`config.mk`:
```
export PLATFORM = sky130hd
export DESIGN_NAME = thermistor_convert_and_aggregate_core_flat
export DESIGN_NICKNAME = d
export VERILOG_FILES = /design/src/rtl/tcaa_pkg.sv /design/src/rtl/tcaa_if.sv /design/src/rtl/tcaa_alu.sv /design/src/rtl/tcaa_acc.sv /design/src/rtl/thermistor_convert_and_aggregate_core.sv /design/src/flat_wrapper.sv
export VERILOG_INCLUDE_DIRS = /design/src /design/src/rtl
export SDC_FILE = /design/constraint.sdc
export NUM_CORES = 1
export LEC_CHECK = 0
export BUFFER_PORTS_ARGS = -buffer_cell sky130_fd_sc_hd__buf_4
export CAP_MARGIN = 20
export CORE_MARGIN = 3
export CORE_UTILIZATION = 65
export CTS_BUF_LIST = sky130_fd_sc_hd__clkbuf_8 sky130_fd_sc_hd__clkbuf_16
export CTS_CLUSTER_DIAMETER = 120
export CTS_CLUSTER_SIZE = 10
export DETAILED_ROUTE_END_ITERATION = 10
export HOLD_SLACK_MARGIN = 0.15
export PLACE_DENSITY = 0.84
export SYNTH_ARGS = -nofsm -noshare
export SYNTH_HDL_FRONTEND = slang
export SYNTH_SLANG_ARGS = --single-unit
```
`constraint.sdc`:
```
create_clock -name i_clk -period 10.1 [get_ports i_clk]
set_input_delay 2.02 -clock i_clk [delete_from_list [all_inputs] [get_ports i_clk]]
set_output_delay 2.02 -clock i_clk [all_outputs]
set_load 0.03 [all_outputs]
```
`src/rtl/assert_macros.svh`:
```
// Assertion macros used by the RTL core module.
`ifndef ASSERT_MACROS_SVH
`define ASSERT_MACROS_SVH

// Same-cycle implication, disabled while reset is asserted.
`define ASSERT_IMPLIES(label, clk, rst_n, ante, cons, msg) \
    label: assert property (@(posedge clk) disable iff (!(rst_n)) (ante) |-> (cons)) \
        else $error(msg);

// Next-cycle implication, disabled while reset is asserted.
`define ASSERT_NEXT(label, clk, rst_n, ante, cons, msg) \
    label: assert property (@(posedge clk) disable iff (!(rst_n)) (ante) |=> (cons)) \
        else $error(msg);

`endif

```
`src/rtl/tcaa_pkg.sv`:
```
// Shared types, constants and calibration table for the thermistor converter.
`default_nettype none

package tcaa_pkg;

    localparam int RAW_W         = 10;
    localparam int TEMP_W        = 8;
    localparam int ALU_W         = 10;
    localparam int TABLE_ENTRIES = 33;
    localparam int IDX_W         = $clog2(TABLE_ENTRIES);
    localparam int STEP_C        = 5;

    typedef logic signed [TEMP_W-1:0] t_temp;

    localparam t_temp T_UNDER  = -8'sd41;
    localparam t_temp T_OVER   = 8'sd121;
    localparam t_temp T_BASE   = -8'sd40;
    localparam t_temp MIN_INIT = 8'sd121;
    localparam t_temp MAX_INIT = -8'sd121;

    // Falling calibration curve: code at -40 C, -35 C, ... 120 C.
    localparam logic [RAW_W-1:0] CAL_POINTS [TABLE_ENTRIES] = '{
        10'd499, 10'd495, 10'd491, 10'd486, 10'd480, 10'd474, 10'd464, 10'd456,
        10'd443, 10'd431, 10'd419, 10'd407, 10'd392, 10'd380, 10'd368, 10'd356,
        10'd343, 10'd333, 10'd325, 10'd317, 10'd308, 10'd302, 10'd296, 10'd292,
        10'd286, 10'd282, 10'd280, 10'd276, 10'd274, 10'd272, 10'd270, 10'd268,
        10'd265
    };

    typedef struct packed {
        logic [ALU_W-1:0] diff;
        logic             ge;
    } t_alu_res;

    typedef struct packed {
        logic upd;
        logic clr;
    } t_acc_ctl;

    // Code distance between point idx-1 and point idx.
    function automatic logic [ALU_W-1:0] cal_span(input logic [IDX_W-1:0] idx);
        logic [ALU_W-1:0] span;
        span = '0;
        if (idx != '0) begin
            span = ALU_W'(CAL_POINTS[idx - IDX_W'(1)] - CAL_POINTS[idx]);
        end
        return span;
    endfunction

    // Temperature at table point idx.
    function automatic t_temp base_temp(input logic [IDX_W-1:0] idx);
        int v;
        v = int'(T_BASE) + STEP_C * int'(idx);
        return TEMP_W'(v);
    endfunction

endpackage

`default_nettype wire

```
`src/rtl/tcaa_if.sv`:
```
// Valid/ready channel interfaces for readings in and temperatures out.
`default_nettype none

interface tcaa_in_if;
    logic                       valid;
    logic                       ready;
    logic [tcaa_pkg::RAW_W-1:0] raw_reading;
    logic                       last_channel;

    modport source (output valid, output raw_reading, output last_channel, input ready);
    modport sink   (input valid, input raw_reading, input last_channel, output ready);
endinterface

interface tcaa_out_if;
    logic            valid;
    logic            ready;
    tcaa_pkg::t_temp temperature;
    logic            group_done;
    tcaa_pkg::t_temp lowest;
    tcaa_pkg::t_temp highest;
    tcaa_pkg::t_temp average;
    logic            none_in_range;

    modport source (output valid, output temperature, output group_done, output lowest,
                    output highest, output average, output none_in_range, input ready);
    modport sink   (input valid, input temperature, input group_done, input lowest,
                    input highest, input average, input none_in_range, output ready);
endinterface

`default_nettype wire

```
`src/rtl/tcaa_alu.sv`:
```
// Shared subtract/compare unit used by table search, interpolation and averaging.
`default_nettype none

module tcaa_alu (
    input  logic [tcaa_pkg::ALU_W-1:0] i_a,
    input  logic [tcaa_pkg::ALU_W-1:0] i_b,
    output tcaa_pkg::t_alu_res         o_res
);
    import tcaa_pkg::*;

    logic [ALU_W:0] sub;

    assign sub        = {1'b0, i_a} - {1'b0, i_b};
    assign o_res.diff = sub[ALU_W-1:0];
    assign o_res.ge   = ~sub[ALU_W];

endmodule

`default_nettype wire

```
`src/rtl/tcaa_acc.sv`:
```
// Group accumulators: running minimum, maximum, in-range sum and count.
`default_nettype none

module tcaa_acc #(
    parameter  int CHANNELS = 7,
    localparam int CNT_W    = $clog2(CHANNELS + 1),
    localparam int SUM_W    = CNT_W + tcaa_pkg::TEMP_W
) (
    input  logic                    i_clk,
    input  logic                    i_rst_n,
    input  tcaa_pkg::t_acc_ctl      i_ctl,
    input  tcaa_pkg::t_temp         i_temp,
    output tcaa_pkg::t_temp         o_min,
    output tcaa_pkg::t_temp         o_max,
    output logic signed [SUM_W-1:0] o_sum,
    output logic [CNT_W-1:0]        o_count
);
    import tcaa_pkg::*;

    t_temp                   r_min, n_min;
    t_temp                   r_max, n_max;
    logic signed [SUM_W-1:0] r_sum, n_sum;
    logic [CNT_W-1:0]        r_count, n_count;
    logic                    in_range;

    assign in_range = (i_temp != T_UNDER) && (i_temp != T_OVER);

    always_comb begin
        n_min   = r_min;
        n_max   = r_max;
        n_sum   = r_sum;
        n_count = r_count;
        if (i_ctl.clr) begin
            n_min   = MIN_INIT;
            n_max   = MAX_INIT;
            n_sum   = '0;
            n_count = '0;
        end else if (i_ctl.upd) begin
            // sum and count saturate at the group size
            if (in_range && (r_count < CNT_W'(CHANNELS))) begin
                n_count = r_count + CNT_W'(1);
                n_sum   = r_sum + {{(SUM_W-TEMP_W){i_temp[TEMP_W-1]}}, i_temp};
            end
            if (i_temp < r_min) begin
                n_min = i_temp;
            end
            if (i_temp > r_max) begin
                n_max = i_temp;
            end
        end
    end

    always_ff @(posedge i_clk) begin
        if (!i_rst_n) begin
            r_min   <= MIN_INIT;
            r_max   <= MAX_INIT;
            r_sum   <= '0;
            r_count <= '0;
        end else begin
            r_min   <= n_min;
            r_max   <= n_max;
            r_sum   <= n_sum;
            r_count <= n_count;
        end
    end

    assign o_min   = r_min;
    assign o_max   = r_max;
    assign o_sum   = r_sum;
    assign o_count = r_count;

endmodule

`default_nettype wire

```
`src/rtl/thermistor_convert_and_aggregate_core.sv`:
```
// Steps: table search tests one point at a time (up to 33), interpolation subtracts the
// span once per degree, the reading is accumulated, a group close adds a snapshot and a
// restoring division (one quotient bit per sum magnitude bit, 10 bits), then output load.
// Throughput: one reading at a time; the next is taken once the result is in the output reg.
// Reset: synchronous active low; clears sequencer, output valid and accumulators
// (min 121, max -121, sum and count 0).
`default_nettype none

module thermistor_convert_and_aggregate_core #(
    parameter int CHANNELS = 7
) (
    input  logic      i_clk,
    input  logic      i_rst_n,
    tcaa_in_if.sink   i_in,
    tcaa_out_if.source o_out
);
    import tcaa_pkg::*;
    `include "assert_macros.svh"

    localparam int CNT_W   = $clog2(CHANNELS + 1);
    localparam int SUM_W   = CNT_W + TEMP_W;
    localparam int MAG_W   = SUM_W - 1;
    localparam int DCNT_W  = $clog2(MAG_W);
    localparam logic [IDX_W-1:0] LAST_IDX = IDX_W'(TABLE_ENTRIES - 1);

    typedef enum logic [6:0] {
        S_IDLE = 7'b0000001,
        S_SRCH = 7'b0000010,
        S_DROP = 7'b0000100,
        S_ACC  = 7'b0001000,
        S_SNAP = 7'b0010000,
        S_DIV  = 7'b0100000,
        S_OUT  = 7'b1000000
    } t_state;

    t_state                  r_state, n_state;
    logic [RAW_W-1:0]        r_code, n_code;
    logic                    r_last, n_last;
    logic [IDX_W-1:0]        r_k, n_k;
    logic [ALU_W-1:0]        r_rem, n_rem;
    t_temp                   r_temp, n_temp;
    t_temp                   r_lo, n_lo;
    t_temp                   r_hi, n_hi;
    logic                    r_done, n_done;
    logic                    r_none, n_none;
    logic                    r_neg, n_neg;
    logic [MAG_W-1:0]        r_dvd, n_dvd;
    logic [CNT_W-1:0]        r_part, n_part;
    logic [CNT_W-1:0]        r_den, n_den;
    logic [DCNT_W-1:0]       r_div_cnt, n_div_cnt;

    logic                    r_out_valid, n_out_valid;
    t_temp                   r_o_temp, n_o_temp;
    logic                    r_o_done, n_o_done;
    t_temp                   r_o_lo, n_o_lo;
    t_temp                   r_o_hi, n_o_hi;
    t_temp                   r_o_avg, n_o_avg;
    logic                    r_o_none, n_o_none;

    logic [ALU_W-1:0]        alu_a, alu_b;
    t_alu_res                alu_res;
    logic [CNT_W:0]          div_a;
    t_acc_ctl                acc_ctl;
    t_temp                   acc_min, acc_max;
    logic signed [SUM_W-1:0] acc_sum;
    logic [CNT_W-1:0]        acc_count;
    logic [MAG_W-1:0]        sum_abs;
    t_temp                   quo, avg;
    logic                    out_free;

    tcaa_alu u_alu (
        .i_a   (alu_a),
        .i_b   (alu_b),
        .o_res (alu_res)
    );

    tcaa_acc #(.CHANNELS(CHANNELS)) u_acc (
        .i_clk   (i_clk),
        .i_rst_n (i_rst_n),
        .i_ctl   (acc_ctl),
        .i_temp  (r_temp),
        .o_min   (acc_min),
        .o_max   (acc_max),
        .o_sum   (acc_sum),
        .o_count (acc_count)
    );

    assign div_a    = {r_part, r_dvd[MAG_W-1]};
    assign sum_abs  = MAG_W'(acc_sum[SUM_W-1] ? -acc_sum : acc_sum);
    assign quo      = TEMP_W'(r_dvd);
    assign avg      = r_neg ? -quo : quo;
    assign out_free = !r_out_valid || o_out.ready;

    always_comb begin
        alu_a = '0;
        alu_b = '0;
        case (r_state)
            S_SRCH: begin
                alu_a = r_code;
                alu_b = CAL_POINTS[r_k];
            end
            S_DROP: begin
                alu_a = r_rem;
                alu_b = cal_span(r_k);
            end
            S_DIV: begin
                alu_a = ALU_W'(div_a);
                alu_b = ALU_W'(r_den);
            end
            default: begin
                alu_a = '0;
                alu_b = '0;
            end
        endcase
    end

    always_comb begin
        n_state     = r_state;
        n_code      = r_code;
        n_last      = r_last;
        n_k         = r_k;
        n_rem       = r_rem;
        n_temp      = r_temp;
        n_lo        = r_lo;
        n_hi        = r_hi;
        n_done      = r_done;
        n_none      = r_none;
        n_neg       = r_neg;
        n_dvd       = r_dvd;
        n_part      = r_part;
        n_den       = r_den;
        n_div_cnt   = r_div_cnt;
        n_out_valid = r_out_valid;
        n_o_temp    = r_o_temp;
        n_o_done    = r_o_done;
        n_o_lo      = r_o_lo;
        n_o_hi      = r_o_hi;
        n_o_avg     = r_o_avg;
        n_o_none    = r_o_none;
        acc_ctl     = '0;

        if (r_out_valid && o_out.ready) begin
            n_out_valid = 1'b0;
        end

        case (r_state)
            S_IDLE: begin
                if (i_in.valid) begin
                    n_code  = i_in.raw_reading;
                    n_last  = i_in.last_channel;
                    n_k     = '0;
                    n_done  = 1'b0;
                    n_state = S_SRCH;
                end
            end
            S_SRCH: begin
                if ((r_k == '0) && alu_res.ge && (alu_res.diff != '0)) begin
                    n_temp  = T_UNDER;
                    n_state = S_ACC;
                end else if (alu_res.diff == '0) begin
                    n_temp  = base_temp(r_k);
                    n_state = S_ACC;
                end else if (alu_res.ge) begin
                    // between points: remainder starts at 5 * offset
                    n_rem   = (alu_res.diff << 2) + alu_res.diff;
                    n_temp  = base_temp(r_k);
                    n_state = S_DROP;
                end else if (r_k == LAST_IDX) begin
                    n_temp  = T_OVER;
                    n_state = S_ACC;
                end else begin
                    n_k = r_k + IDX_W'(1);
                end
            end
            S_DROP: begin
                // repeated subtraction of the span, one degree per hit
                if (alu_res.ge) begin
                    n_rem  = alu_res.diff;
                    n_temp = r_temp - t_temp'(1);
                end else begin
                    n_state = S_ACC;
                end
            end
            S_ACC: begin
                acc_ctl.upd = 1'b1;
                n_state     = r_last ? S_SNAP : S_OUT;
            end
            S_SNAP: begin
                acc_ctl.clr = 1'b1;
                n_done      = 1'b1;
                n_lo        = acc_min;
                n_hi        = acc_max;
                n_none      = (acc_count == '0);
                n_neg       = acc_sum[SUM_W-1];
                n_dvd       = sum_abs;
                n_part      = '0;
                n_den       = acc_count;
                n_div_cnt   = DCNT_W'(MAG_W - 1);
                n_state     = (acc_count == '0) ? S_OUT : S_DIV;
            end
            S_DIV: begin
                n_dvd  = {r_dvd[MAG_W-2:0], alu_res.ge};
                n_part = alu_res.ge ? alu_res.diff[CNT_W-1:0] : div_a[CNT_W-1:0];
                if (r_div_cnt == '0) begin
                    n_state = S_OUT;
                end else begin
                    n_div_cnt = r_div_cnt - DCNT_W'(1);
                end
            end
            S_OUT: begin
                if (out_free) begin
                    n_out_valid = 1'b1;
                    n_o_temp    = r_temp;
                    n_o_done    = r_done;
                    n_o_lo      = r_done ? r_lo : t_temp'(0);
                    n_o_hi      = r_done ? r_hi : t_temp'(0);
                    n_o_avg     = r_done ? avg : t_temp'(0);
                    n_o_none    = r_done && r_none;
                    n_state     = S_IDLE;
                end
            end
            default: begin
                n_state = S_IDLE;
            end
        endcase
    end

    always_ff @(posedge i_clk) begin
        if (!i_rst_n) begin
            r_state     <= S_IDLE;
            r_out_valid <= 1'b0;
        end else begin
            r_state     <= n_state;
            r_out_valid <= n_out_valid;
        end
    end

    always_ff @(posedge i_clk) begin
        r_code    <= n_code;
        r_last    <= n_last;
        r_k       <= n_k;
        r_rem     <= n_rem;
        r_temp    <= n_temp;
        r_lo      <= n_lo;
        r_hi      <= n_hi;
        r_done    <= n_done;
        r_none    <= n_none;
        r_neg     <= n_neg;
        r_dvd     <= n_dvd;
        r_part    <= n_part;
        r_den     <= n_den;
        r_div_cnt <= n_div_cnt;
        r_o_temp  <= n_o_temp;
        r_o_done  <= n_o_done;
        r_o_lo    <= n_o_lo;
        r_o_hi    <= n_o_hi;
        r_o_avg   <= n_o_avg;
        r_o_none  <= n_o_none;
    end

    assign i_in.ready          = (r_state == S_IDLE);
    assign o_out.valid         = r_out_valid;
    assign o_out.temperature   = r_o_temp;
    assign o_out.group_done    = r_o_done;
    assign o_out.lowest        = r_o_lo;
    assign o_out.highest       = r_o_hi;
    assign o_out.average       = r_o_avg;
    assign o_out.none_in_range = r_o_none;

    `ASSERT_IMPLIES(a_lo_le_hi, i_clk, i_rst_n, o_out.valid && o_out.group_done,
        o_out.lowest <= o_out.highest, "group low above group high")
    `ASSERT_IMPLIES(a_empty_avg, i_clk, i_rst_n, o_out.valid && o_out.none_in_range,
        o_out.average == t_temp'(0), "empty group with nonzero average")
    `ASSERT_IMPLIES(a_avg_range, i_clk, i_rst_n,
        o_out.valid && o_out.group_done && !o_out.none_in_range,
        (o_out.average >= T_BASE) && (o_out.average <= t_temp'(120)), "average out of range")
    `ASSERT_IMPLIES(a_temp_range, i_clk, i_rst_n, o_out.valid,
        (o_out.temperature >= T_UNDER) && (o_out.temperature <= T_OVER),
        "temperature out of range")
    `ASSERT_NEXT(a_busy_after_accept, i_clk, i_rst_n, i_in.valid && i_in.ready,
        !i_in.ready, "input taken again before conversion ran")

endmodule

`default_nettype wire

```
`src/flat_wrapper.sv`:
```
// flat-port wrapper written by rule: the top's interface ports become plain ports
module thermistor_convert_and_aggregate_core_flat import tcaa_pkg::*;
#(
    parameter int CHANNELS = 7
)
  (i_clk, i_rst_n, i_in_valid, i_in_raw_reading, i_in_last_channel, i_in_ready, o_out_valid, o_out_temperature, o_out_group_done, o_out_lowest, o_out_highest, o_out_average, o_out_none_in_range, o_out_ready);
  tcaa_in_if i_in_i ();
  tcaa_out_if o_out_i ();
  input  logic i_clk;
  input  logic i_rst_n;
  input wire logic [$bits(i_in_i.valid)-1:0] i_in_valid;
  input wire logic [$bits(i_in_i.raw_reading)-1:0] i_in_raw_reading;
  input wire logic [$bits(i_in_i.last_channel)-1:0] i_in_last_channel;
  output wire logic [$bits(i_in_i.ready)-1:0] i_in_ready;
  output wire logic [$bits(o_out_i.valid)-1:0] o_out_valid;
  output wire logic [$bits(o_out_i.temperature)-1:0] o_out_temperature;
  output wire logic [$bits(o_out_i.group_done)-1:0] o_out_group_done;
  output wire logic [$bits(o_out_i.lowest)-1:0] o_out_lowest;
  output wire logic [$bits(o_out_i.highest)-1:0] o_out_highest;
  output wire logic [$bits(o_out_i.average)-1:0] o_out_average;
  output wire logic [$bits(o_out_i.none_in_range)-1:0] o_out_none_in_range;
  input wire logic [$bits(o_out_i.ready)-1:0] o_out_ready;
  assign i_in_i.valid = i_in_valid;
  assign i_in_i.raw_reading = i_in_raw_reading;
  assign i_in_i.last_channel = i_in_last_channel;
  assign i_in_ready = i_in_i.ready;
  assign o_out_valid = o_out_i.valid;
  assign o_out_temperature = o_out_i.temperature;
  assign o_out_group_done = o_out_i.group_done;
  assign o_out_lowest = o_out_i.lowest;
  assign o_out_highest = o_out_i.highest;
  assign o_out_average = o_out_i.average;
  assign o_out_none_in_range = o_out_i.none_in_range;
  assign o_out_i.ready = o_out_ready;
  thermistor_convert_and_aggregate_core #(.CHANNELS(CHANNELS)) u_core (.i_clk(i_clk), .i_rst_n(i_rst_n), .i_in(i_in_i), .o_out(o_out_i));
endmodule
```
==> results.toml <==
[sta]
min_period_ns = 7.68
slew_violations = 0
rsz0062_at_grt = "no"
worst_pin_slew_ns = 1.02
fin_tns_setup_ns = 0
fmax_mhz = 130
slew_headroom_pct = 32.2
final-hold-violation-count = 0
setup_violations = 0
fin_worst_skew_ns = 0.0102
timing.final.crit_share_pct = 76.0

[die]
io_pins = 51
die_w_microns = 125
die_h_microns = 125
rows = 42
core_sq_um = 13500
initial_core_util_pct = 67.6
dieArea_sq_um = 15500

[synthesis]
syn_nets = 1006
ys_seq_area_share_pct = 43.8
ys_seq_elements = 146
synth_area_sq_um = 9140
yosys_warnings = 0
synthArstFlopShare_pct = 0
syn_avg_cell_area_sq_um = 10.1
synth_ff_type = "edfxtp_1"
synth_cell_type_count = 81
synth_edf_count = 108
postSynthCellCount = 902

[power]
seqPwrFrac_pct = 35.6
p_clk_share_pct = 32.9
p_comb_share_pct = 31.5
internal_power_w = 0.00134
power.leakage_nw = 4.27
p_total_w = 0.00201
powerDensity_nw_per_um2 = 196
ir_drop_mv = 0.200
swShare_pct = 33.5
p_sw_w = 0.000672

[clocking]
cts-root-buf = "clkbuf_16"
cts_hold_buf = 0
post-cts-setup-buffer-count = 0
clockBufferDepth = 2
cts-htree-levels = 4
clk_latency_ns = 0.43
clk_pin_slew_ns = 0.07
cts_tree = "done"
cts_resized = 0
cts_num_sinks = 146
cts_inserted_buffers = 17

[layout]
area_growth_pct = 12.1
utilization_pct = 75.8
final_area_sq_um = 10200
final_cell_count_no_fill = 1128
nNetsFinal = 1044
diodes = 0
drive_gt1_share_pct = 11.0

[placed_design]
hpwl_microns = 14000
io_buffer_count = 50
place_inst = 1096
place_area_sq_um = 9620
gp_congestion = 0.882

[global_routing]
first_global_vias = 6720
grt_max_degree = 35
grt_pass1_wl_microns = 33200
antenna_found_initial = 0
grt.total_usage_pct = 26.2
gr-total-overflow = 0

[setup_path]
crit_required_ns = 10.15
cp_data_arrival_time_ns = 7.73
critical_path.startpoint_type = "flop"
max_stage_delay_ns = 0.78
path_class = "reg -> reg"
worstPathMaxFanout = 18
crit_buf_inv = 3
crit_family = "compound AO/OA/AOI/OAI gates"
cp_slowest_cell = "edfxtp_1"
cp-end-kind = "flop"

[status]
outcome = "finished, final reports clean"

[routing]
ant_nets = 0
wirelength_microns = 20300
drt-vias-per-instance = 6.25
drcViolationCount = 0
num_vias = 7046
dr.pass1.iters = 7
first_iter_violations = 849
wl_per_cell_microns = 18.0

[hold_path]
worstHoldPathType = "reg -> reg"

[run]
drv_cap = 0
## registers in the layout, summed over array words and instances, names as in the netlist, 10 cells and up
signal and flops:
u_core.r_rem 10, u_core.r_code 10, u_core.r_dvd 10, u_core.u_acc.o_sum 11
## per-layer routing
metal | up-vias | part of all wire [%] | track usage [%]
met5 | - | 0 | 0
met4 | 0 | 1.8 | 9.16
met3 | 41 | 6.9 | 4.50
met2 | 284 | 48 | 42.5
met1 | 3395 | 43 | 35.6
li1 | 3326 | - | -
## power by group through the flow
| stage | sequential, W | combinational [W] | clock [W] |
|---|---|---|---|
| 6_report | 0.000715 | 0.000633 | 0.000661 |
| 3_5_place_dp | 0.000727 | 0.000609 | 0 |
| 4_1_cts | 0.000714 | 0.000619 | 0.000668 |
| 2_1_floorplan | 0.000707 | 0.000497 | 0 |
| 5_1_grt | 0.000719 | 0.000692 | 0.000695 |
| 3_3_place_gp | 0.000726 | 0.000599 | 0 |
## path summary, 6_finish.rpt
path	depth (start not counted)	startpoint	end	slack, ns
setup reg to reg	27	u_core.r_k[0]$_SDFFCE_PN0P_	u_core.r_temp[6]$_DFFE_PP_	2.42
hold reg to reg	0	u_core.u_acc.o_max[7]$_SDFFE_PP1P_	u_core.r_hi[7]$_DFFE_PP_	0.44
setup / recovery	27	u_core.r_k[0]$_SDFFCE_PN0P_	u_core.r_temp[6]$_DFFE_PP_	2.42
hold / removal	0	u_core.u_acc.o_max[7]$_SDFFE_PP1P_	u_core.r_hi[7]$_DFFE_PP_	0.44
## per-stage QoR
stage	setup WS (ns)	hold slack [ns]
floorplan	3.75	0.406
global placement	2.69	0.412
detailed placement	2.41	0.418
CTS	2.34	0.435
global route	1.85	0.451
finish	2.42	0.439
## placed cells by master (no fill, tap or decap), types with 5 or more instances in the layout
cell type,netlist,final
nand2_1,88,88
clkbuf_16,0,17
nor4_1,5,5
a22o_1,6,6
dfxtp_1,38,38
nor3_1,16,16
fa_1,7,7
xor2_1,23,23
or3_1,6,6
nor2_1,74,74
o32a_1,5,5
mux2i_1,25,25
inv_1,63,63
and3_1,6,6
o31ai_1,7,7
nand2b_1,12,12
nor3b_1,5,5
a21o_1,7,7
o21a_1,9,9
a21oi_1,39,39
nand3_1,14,14
o21ai_0,40,40
a31oi_1,5,5
nor2b_1,13,12
xnor2_1,33,33
ha_1,82,82
buf_4,0,54
o211ai_1,13,13
a211oi_1,11,11
edfxtp_1,108,108
nand3b_1,5,5
and2_1,28,28
## cell usage after synthesis (7+ instances only)
master	count	area share [%]
xnor2_1	33	3.2
a21o_1	7	0.58
mux2i_1	25	2.7
clkbuf_1	31	1.3
o211ai_1	13	1.1
nor2_1	74	3.0
dfxtp_1	38	8.3
a21oi_1	39	2.1
inv_1	63	2.6
ha_1	82	11
o31ai_1	7	0.58
edfxtp_1	108	36
a211oi_1	11	0.90
nor3_1	16	0.88
and2_1	28	1.9
nand2_1	88	3.6
fa_1	7	1.5
nor2b_1	13	0.89
o21ai_0	40	2.2
nand3_1	14	0.77
xor2_1	23	2.2
o21a_1	9	0.74
nand2b_1	12	0.82
## area by class of cell
| type | instances | area [sq um] |
|---|---|---|
| multi-input cells | 656 | 4750 |
| flip-flops and latches | 146 | 4000 |
| fillers | 891 | 3260 |
| clock buffers | 17 | 425 |
| repair buffers | 54 | 405 |
| inverters | 65 | 244 |
| well taps | 176 | 220 |
| clock inverters | 14 | 190 |
## logic make-up after synthesis
family | share of synthesized area [%]
fa+ha+maj | 12.9
compound gates | 15.3
buf+inv | 4.22
flops | 43.8
simple gates | 15.5
mux | 2.99
xor+xnor | 5.37
(Power assumes the default switching activity.)
